**src/rtl/core/assert_macros.svh**
```systemverilog
`ifndef ASSERT_MACROS_SVH
`define ASSERT_MACROS_SVH

// Property checked at every rising clock edge outside reset.
`define ASSERT_CLK(label, prop, msg) \
  label: assert property (@(posedge clk) disable iff (rst) prop) else $error(msg);

// Condition that must never be seen at a rising clock edge outside reset.
`define ASSERT_NEVER(label, expr, msg) \
  label: assert property (@(posedge clk) disable iff (rst) !(expr)) else $error(msg);

`endif

```
**src/rtl/core/cci_pkg.sv**
```systemverilog
package cci_pkg;

  localparam int CW    = 32;   // coordinate code
  localparam int RW    = 31;   // radius code
  localparam int DXW   = 33;   // centre difference, signed
  localparam int D2W   = 66;   // squared centre distance
  localparam int NW    = 67;   // ru^2 - rv^2 + d^2, signed
  localparam int KW    = 128;  // 4 * d^2 * h^2
  localparam int SRW   = 64;   // floor(sqrt(K))
  localparam int AW    = 104;  // numerators of the point coordinates
  localparam int DENW  = 67;   // 2 * d^2
  localparam int QW    = 33;   // quotient magnitude
  localparam int PW    = 35;   // coordinate before clipping
  localparam int LANES = 4;

  localparam logic signed [CW-1:0] CMAX = 32'sh7fff_ffff;
  localparam logic signed [CW-1:0] CMIN = 32'sh8000_0000;

  typedef enum logic [1:0] {
    OC_NONE  = 2'd0,
    OC_ONE   = 2'd1,
    OC_TWO   = 2'd2,
    OC_COINC = 2'd3
  } outcome_t;

  // Geometry that rides along the square root pipeline.
  typedef struct packed {
    logic signed [CW-1:0]  cux;
    logic signed [CW-1:0]  cuy;
    logic signed [DXW-1:0] dx;
    logic signed [DXW-1:0] dy;
    logic signed [NW-1:0]  n;
    logic [D2W-1:0]        d2;
    outcome_t              pre;
  } cci_geo_t;

  // Side data that rides along the divider.
  typedef struct packed {
    logic signed [CW-1:0] cux;
    logic signed [CW-1:0] cuy;
    outcome_t             outcome;
    logic [LANES-1:0]     neg;
  } cci_dside_t;

  typedef struct packed {
    outcome_t             outcome;
    logic signed [CW-1:0] p1x;
    logic signed [CW-1:0] p1y;
    logic signed [CW-1:0] p2x;
    logic signed [CW-1:0] p2y;
    logic                 saturated;
  } cci_res_t;

endpackage

```
**src/rtl/core/cci_out_if.sv**
```systemverilog
interface cci_out_if;
  logic               valid;
  logic               ready;
  logic [1:0]         outcome;
  logic signed [31:0] point_one_x;
  logic signed [31:0] point_one_y;
  logic signed [31:0] point_two_x;
  logic signed [31:0] point_two_y;
  logic               saturated;

  modport source (
    output valid, outcome, point_one_x, point_one_y, point_two_x, point_two_y, saturated,
    input  ready
  );

  modport sink (
    input  valid, outcome, point_one_x, point_one_y, point_two_x, point_two_y, saturated,
    output ready
  );
endinterface

```
**src/rtl/core/cci_outq.sv**
```systemverilog
module cci_outq (
  input  logic              clk,
  input  logic              rst,
  input  logic              push_valid,
  input  cci_pkg::cci_res_t push_res,
  output logic              advance,
  cci_out_if.source         points
);
  import cci_pkg::*;

  cci_res_t   ent [2];
  cci_res_t   head;
  logic       wp;
  logic       rp;
  logic [1:0] cnt;
  logic       push;
  logic       pop;

  // The pipeline moves unless both entries hold words that are not being taken.
  assign advance = (cnt != 2'd2) || points.ready;
  assign push    = push_valid && advance;
  assign pop     = points.valid && points.ready;

  always_ff @(posedge clk) begin
    if (rst) begin
      cnt <= '0;
      wp  <= 1'b0;
      rp  <= 1'b0;
    end else begin
      if (push) wp <= ~wp;
      if (pop) rp <= ~rp;
      cnt <= cnt + 2'(push) - 2'(pop);
    end
  end

  always_ff @(posedge clk) begin
    if (push) ent[wp] <= push_res;
  end

  assign head               = ent[rp];
  assign points.valid       = (cnt != 2'd0);
  assign points.outcome     = head.outcome;
  assign points.point_one_x = head.p1x;
  assign points.point_one_y = head.p1y;
  assign points.point_two_x = head.p2x;
  assign points.point_two_y = head.p2y;
  assign points.saturated   = head.saturated;

endmodule

```
**src/flat_wrapper.sv**
```systemverilog
// flat-port wrapper written by rule: the top's interface ports become plain ports
module cci_outq_flat import cci_pkg::*;
  (clk, rst, push_valid, push_res, advance, points_valid, points_outcome, points_point_one_x, points_point_one_y, points_point_two_x, points_point_two_y, points_saturated, points_ready);
  cci_out_if points_i ();
  input  logic clk;
  input  logic rst;
  input  logic push_valid;
  input  cci_pkg::cci_res_t push_res;
  output logic advance;
  output wire logic [$bits(points_i.valid)-1:0] points_valid;
  output wire logic [$bits(points_i.outcome)-1:0] points_outcome;
  output wire logic [$bits(points_i.point_one_x)-1:0] points_point_one_x;
  output wire logic [$bits(points_i.point_one_y)-1:0] points_point_one_y;
  output wire logic [$bits(points_i.point_two_x)-1:0] points_point_two_x;
  output wire logic [$bits(points_i.point_two_y)-1:0] points_point_two_y;
  output wire logic [$bits(points_i.saturated)-1:0] points_saturated;
  input wire logic [$bits(points_i.ready)-1:0] points_ready;
  assign points_valid = points_i.valid;
  assign points_outcome = points_i.outcome;
  assign points_point_one_x = points_i.point_one_x;
  assign points_point_one_y = points_i.point_one_y;
  assign points_point_two_x = points_i.point_two_x;
  assign points_point_two_y = points_i.point_two_y;
  assign points_saturated = points_i.saturated;
  assign points_i.ready = points_ready;
  cci_outq u_core (.clk(clk), .rst(rst), .push_valid(push_valid), .push_res(push_res), .advance(advance), .points(points_i));
endmodule
```
**config.mk**
```make
export PLATFORM = sky130hd
export DESIGN_NAME = cci_outq_flat
export DESIGN_NICKNAME = d
export VERILOG_FILES = /design/src/rtl/core/assert_macros.svh /design/src/rtl/core/cci_pkg.sv /design/src/rtl/core/cci_out_if.sv /design/src/rtl/core/cci_outq.sv /design/src/flat_wrapper.sv
export SDC_FILE = /design/constraint.sdc
export NUM_CORES = 1
export LEC_CHECK = 0
export BUFFER_PORTS_ARGS = -buffer_cell sky130_fd_sc_hd__buf_2
export CORE_UTILIZATION = 54
export CTS_BUF_LIST = sky130_fd_sc_hd__clkbuf_2
export CTS_CLUSTER_SIZE = 20
export DETAILED_ROUTE_END_ITERATION = 10
export GPL_TIMING_DRIVEN = 1
export HOLD_SLACK_MARGIN = 0.12
export MAX_ROUTING_LAYER = met4
export PLACE_DENSITY = 0.82
export SYNTH_ARGS = -nofsm -noshare
export SYNTH_HDL_FRONTEND = slang
export SYNTH_SLANG_ARGS = --single-unit
```
**constraint.sdc**
```tcl
create_clock -name clk -period 5.75 [get_ports clk]
set_input_delay 1.15 -clock clk [delete_from_list [all_inputs] [get_ports clk]]
set_output_delay 1.15 -clock clk [all_outputs]
set_load 0.1 [all_outputs]
```
* After elaboration in Yosys (flattened, before gate mapping)
Memory sizes are Yosys's and may differ from the RTL's. A register that Yosys moved wholly into a read port is not among the register bits.
Index checks and enable logic that the tools add are counted.
W data, S select, Z words.
** Cells by class
- $add $sub $neg :: 2
- Equality and inequality tests :: 1
- Muxes and demuxes :: 4
- Bitwise operators :: 2
- Reductions and logical operators :: 4
** Operator list (number)
- $mux W1 :: 4
- $add A2 B1 Y2 :: 1
- $logic_and A1 B1 Y1 :: 2
- $ne A2 B2 Y1 const B :: 1
- $not A1 Y1 :: 2
- $reduce_bool A2 Y1 :: 1
- $sub A2 B1 Y2 :: 1
- $logic_or A1 B1 Y1 :: 1
** Word-level totals
- Register bits :: 4
- Bits in writable memories :: 262
- Input bits :: 135
- Output and inout port bits :: 133
- Word-level logic and storage cells :: 17
- Memories :: 1
** Memory list
- u_core.ent :: words 2, width 131, read ports 1, clocked after Yosys merged registers in 1, wr ports 1, line cci_outq.sv:11 : cci_res_t ent [2];

* Depth between registers and ports, before layout
Gate-level depths: netlist of run 1.
- Depth after elaboration :: 5
- Gate-level depth with buffers :: 7
- Depth with buffers taken out :: 7

* Worst setup path after synthesis of run 1
No wires, ideal clock.
- Kind :: in2reg
- From :: in points_ready
- To :: mem u_core.ent[1][0] (netlist bit) (enable)
- Data arrival time :: 4622 ps
- Data required time :: 5243 ps
- Path slack :: 621 ps
- Stages on the path :: 2
- Cells stage by stage :: or3b_4 and3_1
** On the way
- Cells in the longest elaborated chain, start to end :: 4
** Ends and longest elaborated chain
- start, declared :: line flat_wrapper.sv:17 : input wire logic [$bits(points_i.ready)-1:0] points_ready;
- $logic_or A1 B1 Y1 :: line cci_outq.sv:20 : assign advance = (cnt != 2'd2) || points.ready;
- $logic_and A1 B1 Y1 :: line cci_outq.sv:21 : assign push = push_valid && advance;
- $mux W1 :: line cci_outq.sv:37 : if (push) ent[wp] <= push_res;
- $mux W1 (not written as such) :: line cci_outq.sv:37
- end, declared :: line cci_outq.sv:11
Every way passes these cells.

==> results.json, run 1 <==
{
  "placementRows": 48,
  "final-setup-viol-count": 0,
  "grt_max_degree": 132,
  "crit_fanout": 71,
  "cts-root-buf": "clkbuf_2",
  "hold_depth": 1,
  "cp-end-kind": "output pin",
  "dr.pass1.iters": 4,
  "routed_via_density": 5.016,
  "area_growth_pct": 21.40,
  "synth-edff-count": 262,
  "die_w_um": 136.3,
  "multi_input_area_mm2": 0.001630,
  "synth.avg_cell_area_um2": 22.37,
  "synth.distinct_cells": 24,
  "n_fill_cell": 1165,
  "yosys-top-cells-area": "edfxtp_1 (81%), mux2_1 (15%), buf_6 (1.0%)",
  "rrSetupSlack_ns": 3.50,
  "cts-buffers-inserted": 61,
  "async_reset_ff_frac": 0,
  "drt-wirelength-per-cell_um": 17.65,
  "netlist_area_mm2": 0.009733,
  "routed_wl_um": 18020,
  "rr_worst_depth": 3,
  "cts.sinks": 267,
  "reg2reg_to": "u_core.ent[1][12]",
  "path_clk_slew_ns": 0.11,
  "dieArea_mm2": 0.01857,
  "final.setup.tns_ns": 0,
  "layout.nets": 890,
  "cts_hold_buffers": 0,
  "place_congestion": 0.7685,
  "ios": 268,
  "final_hold_viol_count": 0,
  "worst_pin_slew_ns": 0.8547,
  "hp-start": "push_res[27]",
  "grt_setup_unrepaired": "false",
  "netlist_instances": 435,
  "place.port_buffers": 267,
  "ys_top_cells_by_count": "edfxtp_1 (262), mux2_1 (131), buf_6 (9), dfxtp_1 (5)",
  "h-tree-depth": 2,
  "die_h_um": 136.3,
  "min_path_type": "in -> reg",
  "syn-num-nets": 572,
  "final_layout_size_suffix_gt1_frac": 0.4621,
  "grt_overflow": 0,
  "status": "completed",
  "worstPathArrival_ns": 2.87,
  "clock_latency_ns": 0.80,
  "cts_setup_buffers": 0,
  "min_to": "u_core.ent[0][27]",
  "ys_ff_latch": 267,
  "via_count": 5121,
  "coreArea_mm2": 0.01748,
  "crit_type": "reg -> out",
  "synth_warnings": 0,
  "start_kind": "flip-flop",
  "period_share": 0.6984,
  "finalWorstPathRequiredPeriod_ns": 4.016,
  "final_area_mm2": 0.01182,
  "hpwl_um": 11780,
  "synth_top_area_share": 0.8083,
  "drv_slew": 0,
  "clockBufferDepth": 3,
  "relSlewSlack": 0.4302,
  "fin_skew_ns": 0.03846,
  "cts_tree": "yes",
  "ys_seq_area_frac": 0.8186,
  "first_iter_violations": 292,
  "grt_pass1_wl_um": 26510,
  "grt_usage": 0.1971,
  "worstPathRequired_ns": 4.60,
  "ctsResizeCount": 0,
  "drc": 0,
  "dpl_cell_area_mm2": 0.01129,
  "seqCellArea_mm2": 0.007971,
  "grt_pass1_vias": 5447,
  "synthFlopType": "edfxtp_1",
  "synth.most_common_cell": "edfxtp_1",
  "antenna_found_initial": 4,
  "r2r_start": "u_core.cnt[1]",
  "initial_core_util": 0.5569,
  "netlist.top_cell.by_area": "edfxtp_1",
  "max-cap-violations": 0,
  "fmax_mhz": 249.0,
  "final_antenna_net_count": 0
}
==> worst max path at each step <==
| stage | end | slack, ns |
|---|---|---|
| final | points_point_one_x[16] | 1.73 |
| after CTS | points_point_one_x[16] | 1.60 |
| after global placement | points_point_one_x[9] | 2.55 |
| after detailed placement | points_point_one_x[16] | 2.52 |
| after floorplan | u_core.ent[1][0] | 0.62 |
| after global routing | points_point_one_x[16] | 1.48 |
==> per-stage QoR <==
stage	instances	utilization	worst slack [ns]	hold slack, ns
6_report	1021	0.6761	1.734	0.5259
5_1_grt	1021	0.6761	1.481	0.3929
4_1_cts	1017	0.6755	1.597	0.4100
3_5_place_dp	915	0.6458	2.524	0.5021
3_3_place_gp	915	0.6458	2.553	0.4963
2_1_floorplan	435	-	0.6212	0.4801
==> layout by cell type, fill, tap and decap left out, types with 2 or more instances in the layout <==
cell type,n
dfxtp_1,4
nor2_1,4
clkbuf_2,86
clkinv_2,2
diode_2,4
edfxtp_1,262
mux2_1,131
buf_2,267
buf_12,3
ha_1,2
inv_1,2
clkinv_1,13
==> sequential cells by signal, indices dropped and copies added (netlist names), named ones only <==
signal      count
u_core.cnt      2
u_core.rp       1
u_core.ent    262
u_core.wp       1
==> layer usage <==
layer	part of all wire	wire, um	global-route usage
met5	0	0	-
met4	0.025	443	0.08519
met3	0.088	1583	0.05891
met2	0.49	8779	0.3184
met1	0.40	7212	0.2288
==> area by class of cell <==
cell class | instances | share of cell area
antenna | 4 | 0.0008471
timing repair buffer | 270 | 0.1182
sequential | 267 | 0.6746
clock buffer | 86 | 0.03643
clock inverter | 16 | 0.007518
inverter | 2 | 0.0006353
multi-input combinational | 151 | 0.1380
tap | 225 | 0.02382
==> worst max-delay path, stage by stage (launching register included) <==
cell and delay [ns]:
dfxtp_4 0.89, buf_12 0.38, mux2_1 0.39, buf_2 0.30
==> cell families after synthesis <==
family	synth area share
xor gates and xnor gates	0.001800
buffers and inverters	0.01440
DFF	0.8186
AOI/OAI and AO/OA	0.001800
muxes	0.1516
adders and majority gates	0.002571
and+or+nand+nor	0.009256
Power of run 1 is left out: the tool's default activity adds up to more than one toggle a clock period on the data nets, which glitch-free logic cannot reach.
==> inputs of run 2 (changes only) <==
CORE_UTILIZATION = 49   (was 54)
PLACE_DENSITY = 0.78   (was 0.82)
clock period = 3.2 ns   (was 5.75 ns; I/O delays follow)
==> results.json, run 2 (synthesis results as in run 1) <==
{
  "ctsResizeCount": 0,
  "top_register": "u_core.ent",
  "power.total_mw": 12.39,
  "path_clk_slew_ns": 0.12,
  "final-setup-viol-count": 0,
  "ios": 268,
  "clockBufferDepth": 3,
  "reg.largest.list": "u_core.ent: 262 flops, u_core.cnt: 2 flops",
  "status": "completed",
  "rrSetupSlack_ns": 1.16,
  "grt_overflow": 0,
  "layout_commonest_cell": "buf_2",
  "final_layout_size_suffix_gt1_frac": 0.4053,
  "largest_reg_flops": 262,
  "cts_tree": "yes",
  "worst_pin_slew_ns": 0.7745,
  "fmax_mhz": 345.9,
  "crit_fanout": 70,
  "fin_skew_ns": 0.04744,
  "clock_latency_ns": 0.75,
  "rr_worst_depth": 4,
  "placementRows": 51,
  "layout_common_cells": "buf_2 (267), edfxtp_1 (262), dlygate4sd3_1 (133)",
  "relSlewSlack": 0.4837,
  "routed_via_density": 4.766,
  "crit_type": "reg -> out",
  "reg2reg_to": "u_core.ent[0][103]",
  "layout.nets": 1031,
  "via_count": 5776,
  "cp-end-kind": "output pin",
  "dp.cells": 957,
  "cts-root-buf": "clkbuf_2",
  "final_hold_viol_count": 0,
  "final_area_mm2": 0.01342,
  "grt_setup_unrepaired": "false",
  "h-tree-depth": 3,
  "final_antenna_net_count": 0,
  "die_w_um": 142.9,
  "antenna_found_initial": 2,
  "initial_core_util": 0.5001,
  "area_growth_pct": 37.87,
  "min_path_type": "in -> reg",
  "cts.sinks": 267,
  "dieArea_mm2": 0.02043,
  "period_share": 0.9033,
  "place.port_buffers": 267,
  "drc": 0,
  "start_kind": "flip-flop",
  "max-cap-violations": 0,
  "dr.pass1.iters": 6,
  "drv_slew": 0,
  "r2r_start": "u_core.cnt[1]",
  "hold_depth": 4,
  "final_cells": 1212,
  "preCtsSetupSlack_ns": 1.003,
  "grt_pass1_wl_um": 31240,
  "grt_pass1_vias": 6362,
  "hp-start": "points_ready",
  "worstPathRequired_ns": 2.56,
  "powerDensity_mw_per_mm2": 923.5,
  "cts-buffers-inserted": 67,
  "worst_slack_ns": 0.3094,
  "grt_usage": 0.2106,
  "routed_wl_um": 20690,
  "coreArea_mm2": 0.01946,
  "min_to": "u_core.wp",
  "worstPathArrival_ns": 2.25,
  "dpl_cell_area_mm2": 0.01138,
  "drt-wirelength-per-cell_um": 17.07,
  "p_leak_nw": 5.244,
  "die_h_um": 142.9,
  "hpwl_um": 11420,
  "grt_max_degree": 132,
  "first_iter_violations": 163,
  "vdd_ir_drop_max_v": 0.0007241,
  "final.setup.tns_ns": 0,
  "finalWorstPathRequiredPeriod_ns": 2.891,
  "place_congestion": 0.7335
}
-- run 2: critical path, stage by stage (launching register included) --
cell	delay, ns
dfxtp_4	0.39
buf_12	0.32
mux2_1	0.41
buf_2	0.31
-- run 2: layer usage --
| metal | up-vias | wire (um) | global-route usage |
|---|---|---|---|
| li1 | 2688 | - | - |
| met1 | 2810 | 7696 | 0.2123 |
| met2 | 242 | 11170 | 0.3712 |
| met3 | 36 | 1458 | 0.06573 |
| met4 | 0 | 362 | 0.09677 |
| met5 | - | 0 | - |
-- run 2: final cells by class --
class | instances | area (um^2)
sequential | 267 | 7971
fill | 1232 | 6043
timing repair buffer | 405 | 2768
multi-input combinational | 151 | 1630
clock buffer | 97 | 485.5
tap | 265 | 331.6
clock inverter | 23 | 220.2
inverter | 2 | 7.507
antenna | 2 | 5.005
-- run 2: worst max path at each step --
stage,start,end,cells past startpoint,slack (ns)
5_1_grt,flip-flop,points_point_one_y[18],3,0.13
2_1_floorplan,points_ready,u_core.ent[0][0],3,-0.40
3_3_place_gp,points_ready,u_core.ent[0][107],5,1.07
6_report,flip-flop,points_point_one_y[22],3,0.31
4_1_cts,flip-flop,points_point_one_y[18],3,0.20
3_5_place_dp,points_ready,u_core.ent[0][109],5,1.00
-- run 2: through the flow --
stage | hold slack, ns | utilization
after floorplan | 0.4801 | -
after global placement | 0.4924 | 0.5846
after detailed placement | 0.5093 | 0.5846
after CTS | 0.2020 | 0.6892
after global routing | 0.2100 | 0.6895
final | 0.3036 | 0.6895
-- run 2: report_power, final --
group	internal, mW	switching, mW
logic	0.956	4.53
registers	4.27	0.100
clock network	1.22	1.31
-- run 2: what timing repair did --
item / 4_1_cts / 5_1_grt
setup endpoints to repair: 0 / 0
hold buffers: 133 / 0
buffers inserted: 0 / 0
endpoints found under the hold margin: 267 / 0
Power figures use the tool's default switching activity.
==> inputs of run 3 (changes only) <==
==> constraint.sdc (replaced) <==
create_clock -name clk -period 3.2 [get_ports clk]
set_input_delay 0.8 -clock clk [delete_from_list [all_inputs] [get_ports clk]]
set_output_delay 0.8 -clock clk [all_outputs]
set_load 0.1 [all_outputs]
==> results.json, run 3 (synthesis results as in run 1) <==
{
  "place.port_buffers": 267,
  "grt_max_degree": 132,
  "pwr-share-clk": 0.192,
  "cts-buffers-inserted": 66,
  "place_congestion": 0.7236,
  "final_antenna_net_count": 0,
  "reg.largest.list": "u_core.ent: 262 flops, u_core.cnt: 2 flops",
  "drv_slew": 0,
  "relSlewSlack": 0.5141,
  "top_register": "u_core.ent",
  "worstPathArrival_ns": 2.16,
  "final_hold_viol_count": 0,
  "grt_usage": 0.1971,
  "power.switching_mw": 5.881,
  "grt_overflow": 0,
  "via_count": 5558,
  "path_clk_slew_ns": 0.12,
  "grt_pass1_vias": 6029,
  "rr_worst_depth": 3,
  "grt_pass1_wl_um": 29350,
  "clock_latency_ns": 0.74,
  "crit_type": "reg -> out",
  "status": "completed",
  "layout_common_cells": "buf_2 (267), edfxtp_1 (262), mux2_1 (131)",
  "final_layout_size_suffix_gt1_frac": 0.4263,
  "comb_power_share": 0.449,
  "preCtsSetupSlack_ns": 0.7252,
  "swShare": 0.4828,
  "p_seq_frac": 0.359,
  "ios": 268,
  "layout.nets": 980,
  "worstPathRequired_ns": 2.40,
  "final-setup-viol-count": 0,
  "cpMaxStageDelayCell": "dfxtp_4",
  "dieArea_mm2": 0.02043,
  "powerDensity_mw_per_mm2": 947.6,
  "first_iter_violations": 247,
  "clockBufferDepth": 3,
  "cp-end-kind": "output pin",
  "p_leak_nw": 5.001,
  "die_w_um": 142.9,
  "finalWorstPathRequiredPeriod_ns": 2.957,
  "min_path_type": "in -> reg",
  "hold_depth": 1,
  "grt_setup_unrepaired": "false",
  "intPower_mw": 6.300,
  "start_kind": "flip-flop",
  "cpPeakStageDelay_ns": 0.43,
  "vdd_ir_drop_max_v": 0.0009901,
  "routed_wl_um": 19350,
  "h-tree-depth": 3,
  "hpwl_um": 11400,
  "path_cells": "buf_16 > mux2_1 > buf_2",
  "fmax_mhz": 338.1,
  "layout_commonest_cell": "buf_2",
  "worst_pin_slew_ns": 0.7289,
  "cts.sinks": 267,
  "max-cap-violations": 0,
  "fin_skew_ns": 0.03380,
  "drt-wirelength-per-cell_um": 16.74,
  "antenna_found_initial": 1,
  "period_share": 0.9241,
  "dr.pass1.iters": 4,
  "die_h_um": 142.9,
  "worst_slack_ns": 0.2427,
  "hold_slack_ns": 0.2437,
  "routed_via_density": 4.808,
  "drc": 0,
  "cts-root-buf": "clkbuf_2",
  "fin_util": 0.6605,
  "largest_reg_flops": 262,
  "initial_core_util": 0.5001,
  "cts_tree": "yes",
  "area_growth_pct": 32.07,
  "crit_fanout": 49,
  "placementRows": 51,
  "coreArea_mm2": 0.01946
}
run 3: timing repair:
item / in CTS / in global routing
gates resized for setup: 1 / 0
buffers inserted: 5 / 0
setup endpoints to repair: 106 / 0
endpoints found under the hold margin: 146 / 0
hold buffers: 77 / 0
run 3: stage by stage:
stage | TNS (ns) | power (mW) | cell area [um^2] | std cells
floorplan | -84.85 | 9.033 | 9734 | 435
global placement | 0 | 9.728 | 11380 | 958
detailed placement | 0 | 9.791 | 11380 | 958
CTS | 0 | 12.28 | 12850 | 1154
global route | 0 | 12.65 | 12850 | 1155
finish | 0 | 12.18 | 12850 | 1156
run 3: final timing paths:
check | startpoint | to | slack (ns)
worst max-delay path | flip-flop | points_point_two_x[12] | 0.24
worst min-delay path | push_res[16] | u_core.ent[0][16] | 0.24
worst max register to register | u_core.cnt[1] | u_core.ent[1][101] | 1.35
worst min register to register | u_core.rp | flip-flop | 0.52
run 3: power by group through the flow:
stage / Combinational, mW / Sequential, mW / Clock [mW]
after global routing: 5.64 / 4.41 / 2.61
after CTS: 5.48 / 4.37 / 2.43
after detailed placement: 5.30 / 4.49 / 0
final: 5.47 / 4.37 / 2.34
after floorplan: 4.62 / 4.42 / 0
after global placement: 5.26 / 4.47 / 0
run 3: worst max-delay path, delay by kind of cell, from the launching register on:
family | cells | cell delay [ns]
buffers and inverters | 2 | 0.58
multiplexers | 1 | 0.39
flip-flops | 1 | 0.43
run 3: cell type report:
cell class / count / area [um^2]
sequential: 267 / 7971
fill: 1277 / 6608
timing repair buffer: 355 / 2263
multi-input combinational: 151 / 1630
clock buffer: 89 / 445.4
tap: 265 / 331.6
clock inverter: 25 / 200.2
inverter: 2 / 7.507
antenna: 2 / 5.005
run 3: routing by layer:
layer / global-route usage / part of all wire / up-vias / routed length [um]
met5: - / 0 / - / 0
met4: 0.09225 / 0.021 / 0 / 410
met3: 0.06405 / 0.080 / 37 / 1553
met2: 0.3340 / 0.52 / 245 / 10030
met1: 0.2084 / 0.38 / 2692 / 7352
li1: - / - / 2584 / -
